File: src/rtl/core/lbs_pkg.sv
// Package for the lux-to-brightness block with slew limiting.
// Holds widths, reset values, item kinds, register indexes and the sequencer state type.
// No dependencies.
`default_nettype none

package lbs_pkg;

  localparam int KNOT_SLOTS      = 4;
  localparam int KNOT_IDX_W      = 2;
  localparam int KNOT_COUNT_DEF  = 4;
  localparam int RAMP_STEP_DEF   = 4;

  localparam int LUX_W           = 16;
  localparam int KLEVEL_W        = 9;
  localparam int LEVEL_W         = 8;

  localparam int CFG_IDX_W       = 3;
  localparam int CFG_DATA_W      = 16;

  // Item kinds on the input channel.
  localparam logic FUNC_SAMPLE = 1'b0;
  localparam logic FUNC_TICK   = 1'b1;

  localparam logic [CFG_IDX_W-1:0] CFG_KNOT_LUX_BASE   = 3'd0;
  localparam logic [CFG_IDX_W-1:0] CFG_KNOT_LEVEL_BASE = 3'd4;

  localparam logic [LEVEL_W-1:0]  LEVEL_AT_RESET = 8'd128;
  localparam logic [LEVEL_W-1:0]  LEVEL_MAX      = 8'd255;
  localparam logic [LEVEL_W-1:0]  LEVEL_FLOOR    = 8'd3;

  localparam logic [LUX_W-1:0]    KNOT_LUX_RST   [KNOT_SLOTS] =
    '{16'd0, 16'd10, 16'd100, 16'd1000};
  localparam logic [KLEVEL_W-1:0] KNOT_LEVEL_RST [KNOT_SLOTS] =
    '{9'd0, 9'd40, 9'd160, 9'd255};

  typedef enum logic [2:0] {
    ST_IDLE,
    ST_SEARCH,
    ST_MUL_BASE,
    ST_MUL_SLOPE,
    ST_DIV_START,
    ST_DIVIDE,
    ST_DONE
  } lbs_state_t;

endpackage

`default_nettype wire

File: src/rtl/core/lbs_in_if.sv
// Input channel of the lux-to-brightness block: a lux sample or a ramp tick.
// Depends on lbs_pkg.
`default_nettype none

interface lbs_in_if
  import lbs_pkg::*;
();
  logic             valid;
  logic             ready;
  logic             func;
  logic [LUX_W-1:0] lux;

  modport source (output valid, func, lux, input ready);
  modport sink   (input valid, func, lux, output ready);
endinterface

`default_nettype wire

File: src/rtl/core/lbs_out_if.sv
// Result channel of the lux-to-brightness block: levels and status flags.
// Depends on lbs_pkg.
`default_nettype none

interface lbs_out_if
  import lbs_pkg::*;
();
  logic               valid;
  logic               ready;
  logic [LEVEL_W-1:0] level_now;
  logic [LEVEL_W-1:0] level_goal;
  logic               asleep;
  logic               changed;

  modport source (output valid, level_now, level_goal, asleep, changed, input ready);
  modport sink   (input valid, level_now, level_goal, asleep, changed, output ready);
endinterface

`default_nettype wire

File: src/rtl/core/lux_to_brightness_slew.sv
// Lux-to-brightness mapping with slew-limited ramping, top level.
// A ramp tick's result is offered in the cycle after acceptance; a lux sample's comes
// after the knot search (one knot per cycle) and, inside a segment, two passes
// through the shared multiplier, a sign check and, for a non-negative sum, a 9-step
// restoring divider. One item at a time: the next is taken the cycle after the
// result leaves. Synchronous active-low reset restores the default knots and sets
// both levels to 128. Depends on lbs_pkg and both interfaces.
`default_nettype none

module lux_to_brightness_slew
  import lbs_pkg::*;
#(
  parameter int KNOT_COUNT = KNOT_COUNT_DEF,
  parameter int RAMP_STEP  = RAMP_STEP_DEF
) (
  input  wire logic                  clk,
  input  wire logic                  rst_n,
  lbs_in_if.sink                     in_ch,
  lbs_out_if.source                  out_ch,
  input  wire logic                  cfg_we,
  input  wire logic [CFG_IDX_W-1:0]  cfg_idx,
  input  wire logic [CFG_DATA_W-1:0] cfg_data
);

  // The last knot the search may visit, and the ramp step at level width.
  localparam logic [KNOT_IDX_W-1:0] LAST_KNOT = KNOT_IDX_W'(KNOT_COUNT - 1);
  localparam logic [LEVEL_W-1:0]    STEP      = LEVEL_W'(RAMP_STEP);

  localparam int PROD_W = LUX_W + KLEVEL_W + 2;   // signed 17 x signed 10
  localparam int ACC_W  = PROD_W + 1;
  localparam int REM_W  = PROD_W;
  localparam int DSH_W  = LUX_W + KLEVEL_W;

  // Clamp to the level range, force even, and send anything under the floor
  // to zero. The quotient is never negative here; negatives are handled
  // before the divider.
  function automatic logic [LEVEL_W-1:0] shape_level(input logic [KLEVEL_W-1:0] v);
    logic [LEVEL_W-1:0] s;
    begin
      s    = v[KLEVEL_W-1] ? LEVEL_MAX : v[LEVEL_W-1:0];
      s[0] = 1'b0;
      if (s < LEVEL_FLOOR) begin
        s = '0;
      end
      return s;
    end
  endfunction

  // Knot registers, written through the configuration port.
  logic [LUX_W-1:0]    knot_lux_r   [KNOT_SLOTS];
  logic [KLEVEL_W-1:0] knot_level_r [KNOT_SLOTS];

  always_ff @(posedge clk) begin
    if (!rst_n) begin
      knot_lux_r   <= KNOT_LUX_RST;
      knot_level_r <= KNOT_LEVEL_RST;
    end else if (cfg_we) begin
      if (cfg_idx < CFG_KNOT_LEVEL_BASE) begin
        knot_lux_r[cfg_idx[KNOT_IDX_W-1:0]] <= cfg_data;
      end else begin
        knot_level_r[cfg_idx[KNOT_IDX_W-1:0]] <= cfg_data[KLEVEL_W-1:0];
      end
    end
  end

  // Sequencer and datapath registers.
  lbs_state_t state_r, state_nxt;

  logic [LEVEL_W-1:0]           cur_r, cur_nxt;
  logic [LEVEL_W-1:0]           tgt_r, tgt_nxt;
  logic                         changed_r, changed_nxt;

  logic [KNOT_IDX_W-1:0]        idx_r, idx_nxt;
  logic [LUX_W-1:0]             lux_r, lux_nxt;
  logic [LUX_W-1:0]             prev_lux_r, prev_lux_nxt;
  logic [KLEVEL_W-1:0]          prev_lvl_r, prev_lvl_nxt;
  logic [LUX_W-1:0]             dl_r, dl_nxt;
  logic [LUX_W-1:0]             dx_r, dx_nxt;
  logic signed [KLEVEL_W:0]     dy_r, dy_nxt;
  logic signed [ACC_W-1:0]      acc_r, acc_nxt;
  logic [REM_W-1:0]             rem_r, rem_nxt;
  logic [DSH_W-1:0]             dsh_r, dsh_nxt;
  logic [KLEVEL_W-1:0]          quo_r, quo_nxt;
  logic [3:0]                   cnt_r, cnt_nxt;

  // The one multiplier is shared: first the base term (level of the knot
  // below times the knot spacing), then the slope term (offset times the
  // level difference). The sum is the interpolation numerator.
  logic signed [LUX_W:0]        mul_a;
  logic signed [KLEVEL_W:0]     mul_b;
  logic signed [PROD_W-1:0]     prod;

  assign mul_a = (state_r == ST_MUL_BASE) ? $signed({1'b0, dl_r}) : $signed({1'b0, dx_r});
  assign mul_b = (state_r == ST_MUL_BASE) ? $signed({1'b0, prev_lvl_r}) : dy_r;
  assign prod  = PROD_W'(mul_a * mul_b);

  // Knot read for the search: one entry per cycle.
  logic [LUX_W-1:0]    knot_lux_sel;
  logic [KLEVEL_W-1:0] knot_lvl_sel;

  assign knot_lux_sel = knot_lux_r[idx_r];
  assign knot_lvl_sel = knot_level_r[idx_r];

  // One divider step: compare against the shifted divisor, subtract on a hit.
  logic [REM_W-1:0]    dsh_ext;
  logic                div_hit;
  logic [KLEVEL_W-1:0] quo_step;

  assign dsh_ext  = REM_W'(dsh_r);
  assign div_hit  = (rem_r >= dsh_ext);
  assign quo_step = {quo_r[KLEVEL_W-2:0], div_hit};

  always_ff @(posedge clk) begin
    if (!rst_n) begin
      state_r   <= ST_IDLE;
      cur_r     <= LEVEL_AT_RESET;
      tgt_r     <= LEVEL_AT_RESET;
      changed_r <= 1'b0;
      idx_r     <= '0;
    end else begin
      state_r   <= state_nxt;
      cur_r     <= cur_nxt;
      tgt_r     <= tgt_nxt;
      changed_r <= changed_nxt;
      idx_r     <= idx_nxt;
    end
  end

  always_ff @(posedge clk) begin
    lux_r      <= lux_nxt;
    prev_lux_r <= prev_lux_nxt;
    prev_lvl_r <= prev_lvl_nxt;
    dl_r       <= dl_nxt;
    dx_r       <= dx_nxt;
    dy_r       <= dy_nxt;
    acc_r      <= acc_nxt;
    rem_r      <= rem_nxt;
    dsh_r      <= dsh_nxt;
    quo_r      <= quo_nxt;
    cnt_r      <= cnt_nxt;
  end

  always_comb begin
    state_nxt    = state_r;
    cur_nxt      = cur_r;
    tgt_nxt      = tgt_r;
    changed_nxt  = changed_r;
    idx_nxt      = idx_r;
    lux_nxt      = lux_r;
    prev_lux_nxt = prev_lux_r;
    prev_lvl_nxt = prev_lvl_r;
    dl_nxt       = dl_r;
    dx_nxt       = dx_r;
    dy_nxt       = dy_r;
    acc_nxt      = acc_r;
    rem_nxt      = rem_r;
    dsh_nxt      = dsh_r;
    quo_nxt      = quo_r;
    cnt_nxt      = cnt_r;
    in_ch.ready  = 1'b0;
    out_ch.valid = 1'b0;

    case (state_r)
      ST_IDLE: begin
        in_ch.ready = 1'b1;
        if (in_ch.valid) begin
          state_nxt   = ST_DONE;
          changed_nxt = 1'b0;
          if (in_ch.func == FUNC_TICK) begin
            // Ramp tick: step toward the target, never past it.
            if (cur_r < tgt_r) begin
              changed_nxt = 1'b1;
              cur_nxt     = ((tgt_r - cur_r) <= STEP) ? tgt_r : cur_r + STEP;
            end else if (cur_r > tgt_r) begin
              changed_nxt = 1'b1;
              cur_nxt     = ((cur_r - tgt_r) <= STEP) ? tgt_r : cur_r - STEP;
            end
          end else begin
            lux_nxt   = in_ch.lux;
            idx_nxt   = '0;
            state_nxt = ST_SEARCH;
          end
        end
      end

      ST_SEARCH: begin
        if (lux_r < knot_lux_sel) begin
          if (idx_r == '0) begin
            // Below the first knot the target is the first knot's level.
            tgt_nxt   = shape_level(knot_lvl_sel);
            state_nxt = ST_DONE;
          end else begin
            dl_nxt    = knot_lux_sel - prev_lux_r;
            dx_nxt    = lux_r - prev_lux_r;
            dy_nxt    = $signed({1'b0, knot_lvl_sel}) - $signed({1'b0, prev_lvl_r});
            state_nxt = ST_MUL_BASE;
          end
        end else if (idx_r == LAST_KNOT) begin
          // At or beyond the last knot the target stays as it is.
          state_nxt = ST_DONE;
        end else begin
          // Keep the knot just passed; it becomes the lower end of the segment.
          prev_lux_nxt = knot_lux_sel;
          prev_lvl_nxt = knot_lvl_sel;
          idx_nxt      = idx_r + 1'b1;
        end
      end

      ST_MUL_BASE: begin
        acc_nxt   = ACC_W'(prod);
        state_nxt = ST_MUL_SLOPE;
      end

      ST_MUL_SLOPE: begin
        acc_nxt   = acc_r + ACC_W'(prod);
        state_nxt = ST_DIV_START;
      end

      ST_DIV_START: begin
        if (acc_r < 0) begin
          // A falling segment that goes negative saturates to zero.
          tgt_nxt   = '0;
          state_nxt = ST_DONE;
        end else begin
          // The quotient is bounded by the larger knot level, so nine
          // quotient bits cover it.
          rem_nxt   = acc_r[REM_W-1:0];
          dsh_nxt   = {dl_r, {KLEVEL_W-1{1'b0}}, 1'b0} >> 1;
          quo_nxt   = '0;
          cnt_nxt   = 4'(KLEVEL_W - 1);
          state_nxt = ST_DIVIDE;
        end
      end

      ST_DIVIDE: begin
        if (div_hit) begin
          rem_nxt = rem_r - dsh_ext;
        end
        quo_nxt = quo_step;
        dsh_nxt = dsh_r >> 1;
        if (cnt_r == '0) begin
          tgt_nxt   = shape_level(quo_step);
          state_nxt = ST_DONE;
        end else begin
          cnt_nxt = cnt_r - 1'b1;
        end
      end

      ST_DONE: begin
        out_ch.valid = 1'b1;
        if (out_ch.ready) begin
          state_nxt = ST_IDLE;
        end
      end

      default: begin
        state_nxt = ST_IDLE;
      end
    endcase
  end

  // The result fields come straight from the level registers, which hold
  // still while the item waits on the result channel.
  assign out_ch.level_now  = cur_r;
  assign out_ch.level_goal = tgt_r;
  assign out_ch.asleep     = (tgt_r == '0);
  assign out_ch.changed    = changed_r;

endmodule

`default_nettype wire
File: src/flat_wrapper.sv
// flat-port wrapper written by rule: the top's interface ports become plain ports
module lux_to_brightness_slew_flat import lbs_pkg::*;
#(
  parameter int KNOT_COUNT = KNOT_COUNT_DEF,
  parameter int RAMP_STEP  = RAMP_STEP_DEF
)
  (clk, rst_n, cfg_we, cfg_idx, cfg_data, in_ch_valid, in_ch_func, in_ch_lux, in_ch_ready, out_ch_valid, out_ch_level_now, out_ch_level_goal, out_ch_asleep, out_ch_changed, out_ch_ready);
  lbs_in_if in_ch_i ();
  lbs_out_if out_ch_i ();
  input  wire logic clk;
  input  wire logic rst_n;
  input  wire logic cfg_we;
  input  wire logic [CFG_IDX_W-1:0] cfg_idx;
  input  wire logic [CFG_DATA_W-1:0] cfg_data;
  input wire logic [$bits(in_ch_i.valid)-1:0] in_ch_valid;
  input wire logic [$bits(in_ch_i.func)-1:0] in_ch_func;
  input wire logic [$bits(in_ch_i.lux)-1:0] in_ch_lux;
  output wire logic [$bits(in_ch_i.ready)-1:0] in_ch_ready;
  output wire logic [$bits(out_ch_i.valid)-1:0] out_ch_valid;
  output wire logic [$bits(out_ch_i.level_now)-1:0] out_ch_level_now;
  output wire logic [$bits(out_ch_i.level_goal)-1:0] out_ch_level_goal;
  output wire logic [$bits(out_ch_i.asleep)-1:0] out_ch_asleep;
  output wire logic [$bits(out_ch_i.changed)-1:0] out_ch_changed;
  input wire logic [$bits(out_ch_i.ready)-1:0] out_ch_ready;
  assign in_ch_i.valid = in_ch_valid;
  assign in_ch_i.func = in_ch_func;
  assign in_ch_i.lux = in_ch_lux;
  assign in_ch_ready = in_ch_i.ready;
  assign out_ch_valid = out_ch_i.valid;
  assign out_ch_level_now = out_ch_i.level_now;
  assign out_ch_level_goal = out_ch_i.level_goal;
  assign out_ch_asleep = out_ch_i.asleep;
  assign out_ch_changed = out_ch_i.changed;
  assign out_ch_i.ready = out_ch_ready;
  lux_to_brightness_slew #(.KNOT_COUNT(KNOT_COUNT), .RAMP_STEP(RAMP_STEP)) u_core (.clk(clk), .rst_n(rst_n), .in_ch(in_ch_i), .out_ch(out_ch_i), .cfg_we(cfg_we), .cfg_idx(cfg_idx), .cfg_data(cfg_data));
endmodule
File: config.mk
export PLATFORM = sky130hd
export DESIGN_NAME = lux_to_brightness_slew_flat
export DESIGN_NICKNAME = d
export VERILOG_FILES = /design/src/rtl/core/lbs_pkg.sv /design/src/rtl/core/lbs_in_if.sv /design/src/rtl/core/lbs_out_if.sv /design/src/rtl/core/lux_to_brightness_slew.sv /design/src/flat_wrapper.sv
export SDC_FILE = /design/constraint.sdc
export NUM_CORES = 1
export LEC_CHECK = 0
export BUFFER_PORTS_ARGS = -buffer_cell sky130_fd_sc_hd__buf_2
export CORE_MARGIN = 5
export CORE_UTILIZATION = 56
export DETAILED_ROUTE_END_ITERATION = 10
export PLACE_DENSITY = 0.78
export SYNTH_ARGS = -nofsm -noshare
export SYNTH_HDL_FRONTEND = slang
export SYNTH_SLANG_ARGS = --single-unit
File: constraint.sdc
create_clock -name clk -period 20.2 [get_ports clk]
set_input_delay 1.01 -clock clk [delete_from_list [all_inputs] [get_ports clk]]
set_output_delay 1.01 -clock clk [all_outputs]
set_load 0.1 [all_outputs]
* After elaboration in Yosys (flattened, before gate mapping)
Index checks and enable logic that the tools add are counted.
** Storage, ports and cells
- Bits in registers :: 297
- Bits of input ports :: 41
- Logic and storage cells :: 156
** Operators by class
- $add $sub $neg :: 11
- Multipliers :: 1
- Magnitude comparators :: 13
- Eq/ne operators :: 20
- Muxes and demuxes :: 57
- Bitwise logic cells :: 7
- Reductions and logical operators :: 23
** Operators with widths (number)
- $mux W8 :: 13
- $bwmux W64 :: 1
- $mux W16 :: 4
- $pmux W28 S2 :: 1
- $mux W27 :: 2
- $pmux W27 S2 :: 1
- $pmux W25 S2 :: 1
- $bwmux W36 :: 1
- $bmux W16 S2 :: 1
- $demux W16 S2 :: 1
- $sub A16 B16 Y16 :: 2
- $add A28 B27 Y28 :: 1
- $lt A28 B1 Y1 const B :: 1
- $ge A27 B25 Y1 :: 1
- $mul A17 B10 Y27 :: 1
- $mux W9 :: 3
- $sub A27 B25 Y27 :: 1
- $mux W25 :: 1
- $pmux W8 S3 :: 1
- $mux W3 :: 7
- $pmux W3 S7 :: 1
- $bmux W9 S2 :: 1
- $demux W9 S2 :: 1
- $le A8 B3 Y1 const B :: 2
- 40 further kinds :: 82

* Logic depth before layout (Yosys ltp)
Gate-level depths: netlist of run 1.
- Depth in word-level cells :: 10
- Gate-level depth with buffers :: 37
- Mapped depth without buffers :: 35

* Least setup slack after synthesis of run 1
OpenSTA, ideal clock, no wires.
- Kind :: register -> register
- Start :: register u_core.state_r[1]
- End :: register u_core.acc_r[27] (data pin)
- Data arrival time :: 9.837 ns
- Required time :: 19.935 ns
- Setup slack :: 10.099 ns
- Cell stages (with the launch flop) :: 37
- Path buffers :: 3
- Period minus slack after synthesis :: 10.101 ns
- Path through :: dfxtp_1 -> nor2b_1 -> and2_1 -> clkbuf_1 -> clkbuf_1 -> buf_2 -> mux2i_1 -> nor2_1 -> fa_1 -> inv_1 -> fa_1 -> inv_1 -> fa_1 -> fa_1 -> inv_1 -> fa_1 -> inv_1 -> ha_1 -> o21a_1 -> o2111ai_1 -> o21ai_1 -> a311o_1 -> a21o_1 -> a21o_1 -> a41o_1 -> xor2_1 -> ha_1 -> a21o_1 -> a221o_1 -> a21oi_1 -> nor2_1 -> a211oi_1 -> o31ai_1 -> o31ai_1 -> xnor2_1 -> nand2_1 -> xnor2_1
** Between the ends
- Word-level cells in the longest chain between the ends :: 5
- Elaborated cells between the ends (all ways) :: 7
** Ends and longest elaborated chain
- from (decl) :: RTL line lux_to_brightness_slew.sv:67 : lbs_state_t state_r, state_nxt;
- from (signal assigned) :: RTL line lux_to_brightness_slew.sv:121 : state_r <= state_nxt;
- $eq A3 B2 Y1 :: RTL line lux_to_brightness_slew.sv:93, lux_to_brightness_slew.sv:94, lux_to_brightness_slew.sv:163
- $mux W16 or $mux W10 (tied branches) :: RTL line lux_to_brightness_slew.sv:93, lux_to_brightness_slew.sv:94
- $mul A17 B10 Y27 :: RTL line lux_to_brightness_slew.sv:95 : assign prod = PROD_W'(mul_a * mul_b);
- $add A28 B27 Y28 :: RTL line lux_to_brightness_slew.sv:215 : acc_nxt = acc_r + ACC_W'(prod);
- $pmux W28 S2 * :: RTL line lux_to_brightness_slew.sv:163 : case (state_r)
- named net u_core.acc_nxt[27] :: RTL line lux_to_brightness_slew.sv:80 : logic signed [ACC_W-1:0] acc_r, acc_nxt;
- to (signal assigned) :: RTL line lux_to_brightness_slew.sv:136 : acc_r <= acc_nxt;
- to (decl) :: RTL line lux_to_brightness_slew.sv:80
The timed path passes the listed nets; every way through them passes the cells marked *.
A chain may end at the register's enable or synchronous reset.

* Worst setup path after layout of run 1
Ends and elaborated chain as after synthesis.

==> metrics.md, run 1 <==
| Metric | Value |
|---|---|
| Core ar. | `around 0.04 mm2` |
| Placed Area | `0.0234 mm2` |
| Bufs on Longest Clock Path | `3` |
| Max FO, Critical Path | `45` |
| CP max-delay cell | `nand2b_1` |
| Via-to-Cell Ratio | `5.80` |
| Final Hold Viols | `0` |
| Top cells by count, synth | `nand2_1 (413), inv_1 (279), ha_1 (203)` |
| Crit path DAT | `about 10000 ps` |
| Largest area contributor in the netlist | `edfxtp_1` |
| PostCTS Resize Cnt | `0` |
| Sequential share of the synthesized area | `33.8%` |
| Max-slew violation count | `0` |
| Leading post-synthesis cells by cell area | `edfxtp_1 (23%), ha_1 (11%), dfxtp_1 (11%)` |
| Post-Route WL | `56000 um` |
| Clock Sinks | `slightly below 300` |
| Die W | `211 um` |
| Synth warnings | `0` |
| Cts bufs inserted | `34` |
| Synth Flop Type | `edfxtp_1` |
| Via count | `17574` |
| Ys async rst share | `0%` |
| Nets | `2841` |
| Placer Congestion | `0.985` |
| Number of iterations in the first detailed-routing pass | `5` |
| Max cap viols | `0` |
| M3 GR Usage | `3.13%` |
| Worst Hold Launch | `u_core.knot_level_r[15]` |
| Minimum clock period | `10000 ps` |
| Num rows | `73` |
| Post-DP HPWL | `42900 um` |
| Most Crowded Layer GR | `met2` |
| Reg2reg setup slack | `10200 ps` |
| CTS Hold Bufs | `0` |
| Initial Util | `between 50% and 60%` |
| CTS tree | `done` |
| CP Data Required Time | `20470 ps` |
| Clock latency on the worst-skew pair | `540 ps` |
| Skew final | `20.8 ps` |
| Wirelength per Cell | `18.5 um` |
| Most common cell in the netlist | `nand2_1` |
| Post-synthesis instance area | `0.0226 mm2` |
| First-pass GRT wire length | `89900 um` |
| Max Clk Rate | `100 MHz` |
| Die height | `211 um` |
| # DRC | `0` |
| Layout cells sized above 1 | `8.78%` |
| Fin crit share | `roughly half` |
| Port-buffer cells | `58` |
| Routed Antenna Nets | `0` |
| Post-synth EDFFs | `174` |
| Initial antenna violation count | `0` |
| Worst hold path class | `flop to flop` |
| Mapped Cells | `approximately 2400` |
| Worst r2r src | `u_core.state_r[1]` |
| Largest net degree at the start of global routing | `just under 100` |
| Max-slew headroom | `approximately 20%` |
| I/O Pins | `61` |
| Remaining global-route overflow | `0` |
| Final Cell Area | `~0.024 mm2` |
| FILL cells | `3379` |
| Area Overhead vs Synth | `8.31%` |
| Syn Area/Cell | `9.23 um2` |
| Synth Register Bits | `~290` |
| FF-to-FF path depth | `34` |
| Synth cell types | `79` |
| # diodes | `0` |
| Die ar. | `0.0445 mm2` |
| Status | `finished, final reports clean` |
| Post-CTS Setup Repair Bufs | `0` |
| Crit path launch type | `flop` |
| Setup_tns | `0 ps` |
| Share of the synthesized area in the top cell type | `a little under a quarter` |
| Total Routing Usage GR | `roughly a quarter` |
| # setup viols final | `0` |
| Cell repeated most along the worst path | `fa_1` |
| H-tree depth | `2` |
| Hold Path End | `u_core.knot_level_r[15]` |
| Worst hold path depth | `2` |
| M1 GR Usage | `31.4%` |
| Setup crit end kind | `flop` |
| Root buffer cell | `clkbuf_16` |
| Critical path class | `flop to flop` |
| Met2 GRT Util | `44.1%` |
| Slew at the pin with the worst max-slew slack | `between 1000 and 1500 ps` |
| Vias in the first global route | `~18000` |
| Clock Pin Slew Worst Setup and Hold Paths | `60 ps` |
| RSZ-0062 raised after global routing | `false` |
| RR Endpoint | `u_core.acc_r[27]` |
| DR iter-0 viols | `1085` |
| Max incr delay on CP | `730 ps` |
-- metal layers --
metal,wire (um),up-vias
met2,28300,453
met1,23100,8601
met5,0,-
met4,2110,0
li1,-,8406
met3,2510,114
-- sequential cells by signal, indices dropped and copies added, names as in the netlist, 2 cells and up --
name / cells
u_core.acc_r: 28
u_core.cnt_r: 4
u_core.dl_r: 16
u_core.dsh_r: 24
u_core.dx_r: 16
u_core.dy_r: 10
u_core.idx_r: 2
u_core.knot_level_r: 36
u_core.knot_lux_r: 64
u_core.lux_r: 16
u_core.out_ch.level_goal: 7
u_core.out_ch.level_now: 7
u_core.prev_lux_r: 16
u_core.prev_lvl_r: 9
u_core.quo_r: 8
u_core.rem_r: 27
u_core.state_r: 3
-- stage by stage --
step / setup WS [ps] / hold WS, ps / util (%) / std cells
global route: 9500 / 476 / 61.5 / 3030
detailed placement: 10220 / 447 / 58.7 / 2969
CTS: 10240 / 455 / 61.5 / 3030
floorplan: 10100 / 433 / - / 2450
finish: 10200 / 460 / 61.5 / 3030
global placement: 10460 / 438 / 58.7 / 2969
-- worst max-delay path, delay by kind of cell, from the launching register on --
family	cells	cell delay, ps
compound gates	13	2940
xor+xnor	3	470
fa+ha+maj	7	3220
buf+inv	5	1060
flops	1	510
simple gates	6	1540
-- layout make-up --
type / instances / area [um2] / share of cell area [%]
clock buffers: 43 / 936 / 3.82
clock inverters: 18 / 168 / 0.685
inverters: 279 / 1050 / 4.28
multi-input cells: 1794 / 13600 / 55.6
flip-flops and latches: 294 / 7630 / 31.2
well taps: 525 / 657 / 2.68
repair buffers: 77 / 433 / 1.77
-- worst max path at each step --
| stage | startpoint | to | slack [ps] |
|---|---|---|---|
| finish | u_core.state_r[1] | u_core.acc_r[27] | 10200 |
| floorplan | u_core.state_r[1] | u_core.acc_r[27] | 10100 |
| detailed placement | u_core.state_r[1] | u_core.acc_r[27] | 10220 |
| global route | u_core.state_r[1] | u_core.acc_r[27] | 9500 |
| CTS | u_core.state_r[1] | u_core.acc_r[27] | 10240 |
| global placement | u_core.state_r[1] | u_core.acc_r[27] | 10460 |
-- cells by family (layout without fill, tap and decap cells) --
kind of cell               Yosys count  after routing  share of synthesized area (%)
AOI/OAI and AO/OA                  475            475                           13.7
xor gates and xnor gates           102            102                           3.95
adders and majority gates          320            320                           21.6
buffers and inverters              362            417                           6.15
DFF                                294            294                           33.8
muxes                               75             75                           4.86
other                                1              2                         0.0166
and+or+nand+nor                    820            820                           15.9
-- cell usage in the layout (no fill, tap or decap), types with 9 or more instances in the layout --
master | Yosys | routed
ha_1 | 203 | 203
mux2_2 | 28 | 28
or2_2 | 9 | 9
nand2b_1 | 23 | 23
nand2_1 | 413 | 412
a21boi_0 | 63 | 63
xnor2_1 | 67 | 67
xor2_1 | 35 | 35
edfxtp_1 | 174 | 174
a21o_1 | 38 | 38
a21oi_1 | 107 | 107
mux4_2 | 25 | 25
a211oi_1 | 16 | 16
nor2_1 | 184 | 184
buf_2 | 1 | 58
inv_1 | 279 | 279
fa_1 | 117 | 117
and3_1 | 16 | 16
a211o_1 | 9 | 9
dfxtp_1 | 120 | 120
o21ai_0 | 126 | 126
o21a_1 | 21 | 21
mux2i_1 | 22 | 22
nor2b_1 | 34 | 33
buf_4 | 3 | 19
nand3_1 | 51 | 51
and2_1 | 16 | 15
nand4_1 | 12 | 12
nor3_1 | 31 | 30
clkbuf_16 | 0 | 35
Power of run 1 is left out: the tool's default activity adds up to more than one toggle a clock period on the data nets, which glitch-free logic cannot reach.
==> run 2: changes to the inputs <==
==> constraint.sdc (replaced) <==
create_clock -name clk -period 10 [get_ports clk]
set_input_delay 0.5 -clock clk [delete_from_list [all_inputs] [get_ports clk]]
set_output_delay 0.5 -clock clk [all_outputs]
set_load 0.1 [all_outputs]
==> run 2 against run 1 <==
Effect of this change: first-iteration DRC count up 28%; clock skew up 20 ps; cell area up 0.28%; non-clock buffer count up 9; clock-buffer cell count up 8; critical path type unchanged.
==> metrics.md, run 2 (synthesis gave the netlist of run 1 again) <==
| Metric | Value |
|---|---|
| Post-Route WL | `between 50000 and 60000 um` |
| Placed Instances | `2978` |
| Pre-CTS WS | `567 ps` |
| Max FO, Critical Path | `23` |
| RSZ-0062 raised after global routing | `false` |
| CTS tree | `done` |
| Critical path class | `flop to flop` |
| Die W | `211 um` |
| First-pass GRT wire length | `91200 um` |
| Final Cell Area | `~0.025 mm2` |
| CP max-delay cell | `mux2i_1` |
| Max Clk Rate | `107 MHz` |
| Placed Area | `~0.023 mm2` |
| Clock Sinks | `approximately 300` |
| Via count | `17615` |
| Worst hold path class | `input pin to flop` |
| Routed Antenna Nets | `0` |
| Non-filler cells, final | `3040` |
| Via-to-Cell Ratio | `5.79` |
| FILL cells | `approximately 3400` |
| Num rows | `73` |
| DR iter-0 viols | `1386` |
| Setup crit end kind | `flop` |
| CP Data Required Time | `10290 ps` |
| Die height | `around 210 um` |
| Initial antenna violation count | `0` |
| Max cap viols | `0` |
| Nets | `2850` |
| Skew final | `roughly 40 ps` |
| Most frequent cells in the layout | `nand2_1 (412), inv_1 (279), ha_1 (203)` |
| Crit path DAT | `between 9000 and 10000 ps` |
| Remaining global-route overflow | `0` |
| Wirelength per Cell | `~19 um` |
| Core ar. | `0.0398 mm2` |
| Max-slew headroom | `between 10 and 15%` |
| I/O Pins | `61` |
| Max-slew violation count | `0` |
| Port-buffer cells | `58` |
| Placer Congestion | `a little under 1` |
| # setup viols final | `0` |
| Status | `finished, final reports clean` |
| Max incr delay on CP | `around 600 ps` |
| Cell repeated most along the worst path | `fa_1` |
| Root buffer cell | `clkbuf_16` |
| Worst setup slack after layout | `between 600 and 700 ps` |
| Clock latency on the worst-skew pair | `570 ps` |
| Vias in the first global route | `~18000` |
| # DRC | `0` |
| Bufs on Longest Clock Path | `3` |
| Commonest non-fill, non-tap cell in the layout | `nand2_1` |
| Clock Pin Slew Worst Setup and Hold Paths | `roughly 60 ps` |
| Slew at the pin with the worst max-slew slack | `1290 ps` |
| Minimum clock period | `9320 ps` |
| Setup_tns | `0 ps` |
| Top reg by flops | `u_core.knot_lux_r` |
| # diodes | `0` |
| Register area | `~0.0076 mm2` |
| CTS Hold Bufs | `0` |
| Regs by FF count | `u_core.knot_lux_r (64), u_core.knot_level_r (36), u_core.acc_r (28)` |
| Flip-flop count of the largest register after layout | `64` |
| Area of the multi-input gates | `0.0136 mm2` |
| H-tree depth | `2` |
| Post-DP HPWL | `43000 um` |
| Cts bufs inserted | `34` |
| Fin crit share | `93.2%` |
| Initial Util | `between 50% and 60%` |
| Number of iterations in the first detailed-routing pass | `6` |
| Area Overhead vs Synth | `8.61%` |
| Total Routing Usage GR | `25.3%` |
| Largest net degree at the start of global routing | `99` |
| Die ar. | `0.0445 mm2` |
| Layout cells sized above 1 | `between 8 and 9%` |
| Crit path launch type | `flop` |
| Final Hold Viols | `0` |
[run 2: worst paths after layout]
| kind | startpoint | end | slack (ps) | cells after the start |
|---|---|---|---|---|
| worst max-delay path | u_core.state_r[1] | u_core.acc_r[27] | 680 | 33 |
| worst min-delay path | in_ch_lux[9] | u_core.lux_r[9] | 100 | 1 |
| worst min register to register | u_core.knot_level_r[15] | u_core.knot_level_r[15] | 450 | 2 |
| worst max register to register | u_core.state_r[1] | u_core.acc_r[27] | 680 | 33 |
[run 2: critical path: cells and delay by family (launching register included)]
kind	cells	cell delay, ps
AOI/OAI and AO/OA	13	3020
xor gates and xnor gates	3	470
adders and majority gates	7	3310
buffers and inverters	4	210
DFF	1	500
muxes	1	590
and+or+nand+nor	5	930
[run 2: per-stage QoR]
stage                     utilization [%]  hold WS (ps)
after floorplan                         -           433
after global placement               58.9           439
after detailed placement             58.9           447
after CTS                            61.6          71.1
after global routing                 61.6          76.3
final                                61.6          97.6
[run 2: layer usage]
| layer | part of all wire (%) | GRT usage, % | routed length, um | vias up |
|---|---|---|---|---|
| met3 | 6.3 | 3.82 | 3570 | 116 |
| met4 | 3.9 | 8.90 | 2180 | 0 |
| li1 | - | - | - | 8438 |
| met5 | 0 | 0 | 0 | - |
| met2 | 48 | 42.8 | 27300 | 599 |
| met1 | 42 | 33.3 | 23400 | 8462 |
[run 2: timing repair]
action / CTS / global route
buffers inserted: 0 / 0
resized for setup: 0 / 1
endpoints found under the setup margin: 0 / 1
[run 2: final cells by class]
class	instances	area share, %
clock buffers	51	3.98
clock inverters	11	0.510
inverters	279	4.27
multi-input cells	1794	55.4
flip-flops and latches	294	31.1
well taps	525	2.68
repair buffers	86	2.04
Power of run 2 is left out for the same reason.
==> run 3: changes to the inputs <==
--- a/config.mk
+++ b/config.mk
@@ -10,6 +10,7 @@
 export CORE_UTILIZATION = 56
 export DETAILED_ROUTE_END_ITERATION = 10
 export PLACE_DENSITY = 0.78
+export RECOVER_POWER = 50
 export SYNTH_ARGS = -nofsm -noshare
 export SYNTH_HDL_FRONTEND = slang
 export SYNTH_SLANG_ARGS = --single-unit
==> run 3 against run 2 <==
Effect of this change: the flow now finishes with violations (max-capacitance violations, max-slew violations); flip-flop and latch count unchanged; register-to-register slack about the same; clock-buffer cell count unchanged; largest cell class unchanged.
==> metrics.md, run 3 (synthesis gave the netlist of run 1 again) <==
| Metric | Value |
|---|---|
| Slew at the pin with the worst max-slew slack | `3450 ps` |
| Largest net degree at the start of global routing | `99` |
| Initial antenna violation count | `0` |
| Die height | `roughly 210 um` |
| Nets | `2850` |
| First-pass GRT wire length | `91200 um` |
| CP Data Required Time | `between 10000 and 15000 ps` |
| Placer Congestion | `slightly below 1` |
| Die W | `211 um` |
| CP Launch Point | `u_core.state_r[1]` |
| Clock Pin Slew Worst Setup and Hold Paths | `60 ps` |
| Setup_tns | `0 ps` |
| RSZ-0062 raised after global routing | `false` |
| Setup crit end kind | `flop` |
| Num rows | `73` |
| Fin crit share | `just over 90%` |
| FILL cells | `3405` |
| Post-DP HPWL | `43000 um` |
| Clock latency on the worst-skew pair | `about 570 ps` |
| Max-slew violation count | `248` |
| DR iter-0 viols | `1368` |
| Worst r2r src | `u_core.state_r[1]` |
| Final Hold Viols | `0` |
| Routed Antenna Nets | `0` |
| Cell repeated most along the worst path | `fa_1` |
| Flip-flop count of the largest register after layout | `64` |
| Minimum clock period | `9330 ps` |
| H-tree depth | `2` |
| Core ar. | `roughly 0.040 mm2` |
| FF-to-FF path depth | `33` |
| Max-slew headroom | `-130%` |
| Most frequent cells in the layout | `nand2_1 (412), inv_1 (279), ha_1 (203)` |
| Total Routing Usage GR | `25.3%` |
| Critical path class | `flop to flop` |
| Wirelength per Cell | `approximately 19 um` |
| Cts bufs inserted | `34` |
| CTS tree | `done` |
| Worst setup endpoint | `u_core.acc_r[27]` |
| Remaining global-route overflow | `0` |
| Max Clk Rate | `107 MHz` |
| Post-Route WL | `56400 um` |
| Crit path DAT | `just under 10000 ps` |
| CP max-delay cell | `mux2i_1` |
| Top reg by flops | `u_core.knot_lux_r` |
| Via count | `between 15000 and 20000` |
| Crit path launch type | `flop` |
| Layout cells sized above 1 | `7.55%` |
| # DRC | `0` |
| Die ar. | `roughly 0.044 mm2` |
| I/O Pins | `61` |
| Area Overhead vs Synth | `8.35%` |
| Initial Util | `56.7%` |
| Worst hold path class | `input pin to flop` |
| Status | `complete, but fails checks` |
| Clock Sinks | `294` |
| Max incr delay on CP | `between 500 and 600 ps` |
| Reg2reg setup slack | `670 ps` |
| Max cap viols | `4` |
| Commonest non-fill, non-tap cell in the layout | `nand2_1` |
| Bufs on Longest Clock Path | `3` |
| Vias in the first global route | `~18000` |
| Port-buffer cells | `58` |
| Via-to-Cell Ratio | `about 5.8` |
| RR Endpoint | `u_core.acc_r[27]` |
| Skew final | `41.8 ps` |
| Max FO, Critical Path | `23` |
| # setup viols final | `0` |
| Failing checks | `max-capacitance violations, max-slew violations` |
| Regs by FF count | `u_core.knot_lux_r (64), u_core.knot_level_r (36), u_core.acc_r (28)` |
| Number of iterations in the first detailed-routing pass | `5` |
| # diodes | `0` |
| Root buffer cell | `clkbuf_16` |
run 3: stage by stage:
step	std cells	cell area (um2)	util (%)	setup WS, ps	hold slack, ps
floorplan	2450	22600	-	465	433
global placement	2978	23400	58.9	803	439
detailed placement	2978	23400	58.9	567	447
CTS	3040	24500	61.6	546	71.1
global route	3040	24500	61.5	167	76.3
finish	3040	24500	61.5	670	97.7
run 3: metal layers:
layer / global-route usage, % / wire length (um)
met2: 42.8 / 27200
met3: 3.82 / 3370
met1: 33.3 / 23600
met5: 0 / 0
met4: 8.90 / 2160
run 3: final cells by class:
type / count / area [um2] / share of cell area, %
multi-input cells: 1794 / 13600 / 55.6
clock buffers: 51 / 977 / 3.99
inverters: 279 / 1050 / 4.28
clock inverters: 11 / 125 / 0.511
flip-flops and latches: 294 / 7630 / 31.2
well taps: 525 / 657 / 2.68
repair buffers: 86 / 444 / 1.81
run 3: how the worst min path moves through the flow:
stage,start,endpoint,slack (ps),depth (start not counted)
2_1_floorplan,u_core.knot_level_r[15],u_core.knot_level_r[15],430,2
3_3_place_gp,u_core.knot_lux_r[45],u_core.knot_lux_r[45],440,2
3_5_place_dp,u_core.knot_level_r[15],u_core.knot_level_r[15],450,2
4_1_cts,in_ch_lux[9],u_core.lux_r[9],70,1
5_1_grt,in_ch_lux[15],u_core.lux_r[15],80,1
6_report,in_ch_lux[9],u_core.lux_r[9],100,1
run 3: timing repair:
action	4_1_cts	5_1_grt
endpoints found under the setup margin	0	1
hold buffers	0	0
buffers inserted	0	0
resized for setup	0	1
run 3: critical path: cells and delay by family, from the launching register on:
kind	cells	cell delay, ps
AO/OA/AOI/OAI	13	3020
flip-flops	1	510
multiplexers	1	590
XOR/XNOR	3	470
adder cells (fa/ha/maj)	7	3320
buffers and inverters	4	210
AND/OR/NAND/NOR	5	930
Power of run 3 is left out for the same reason.
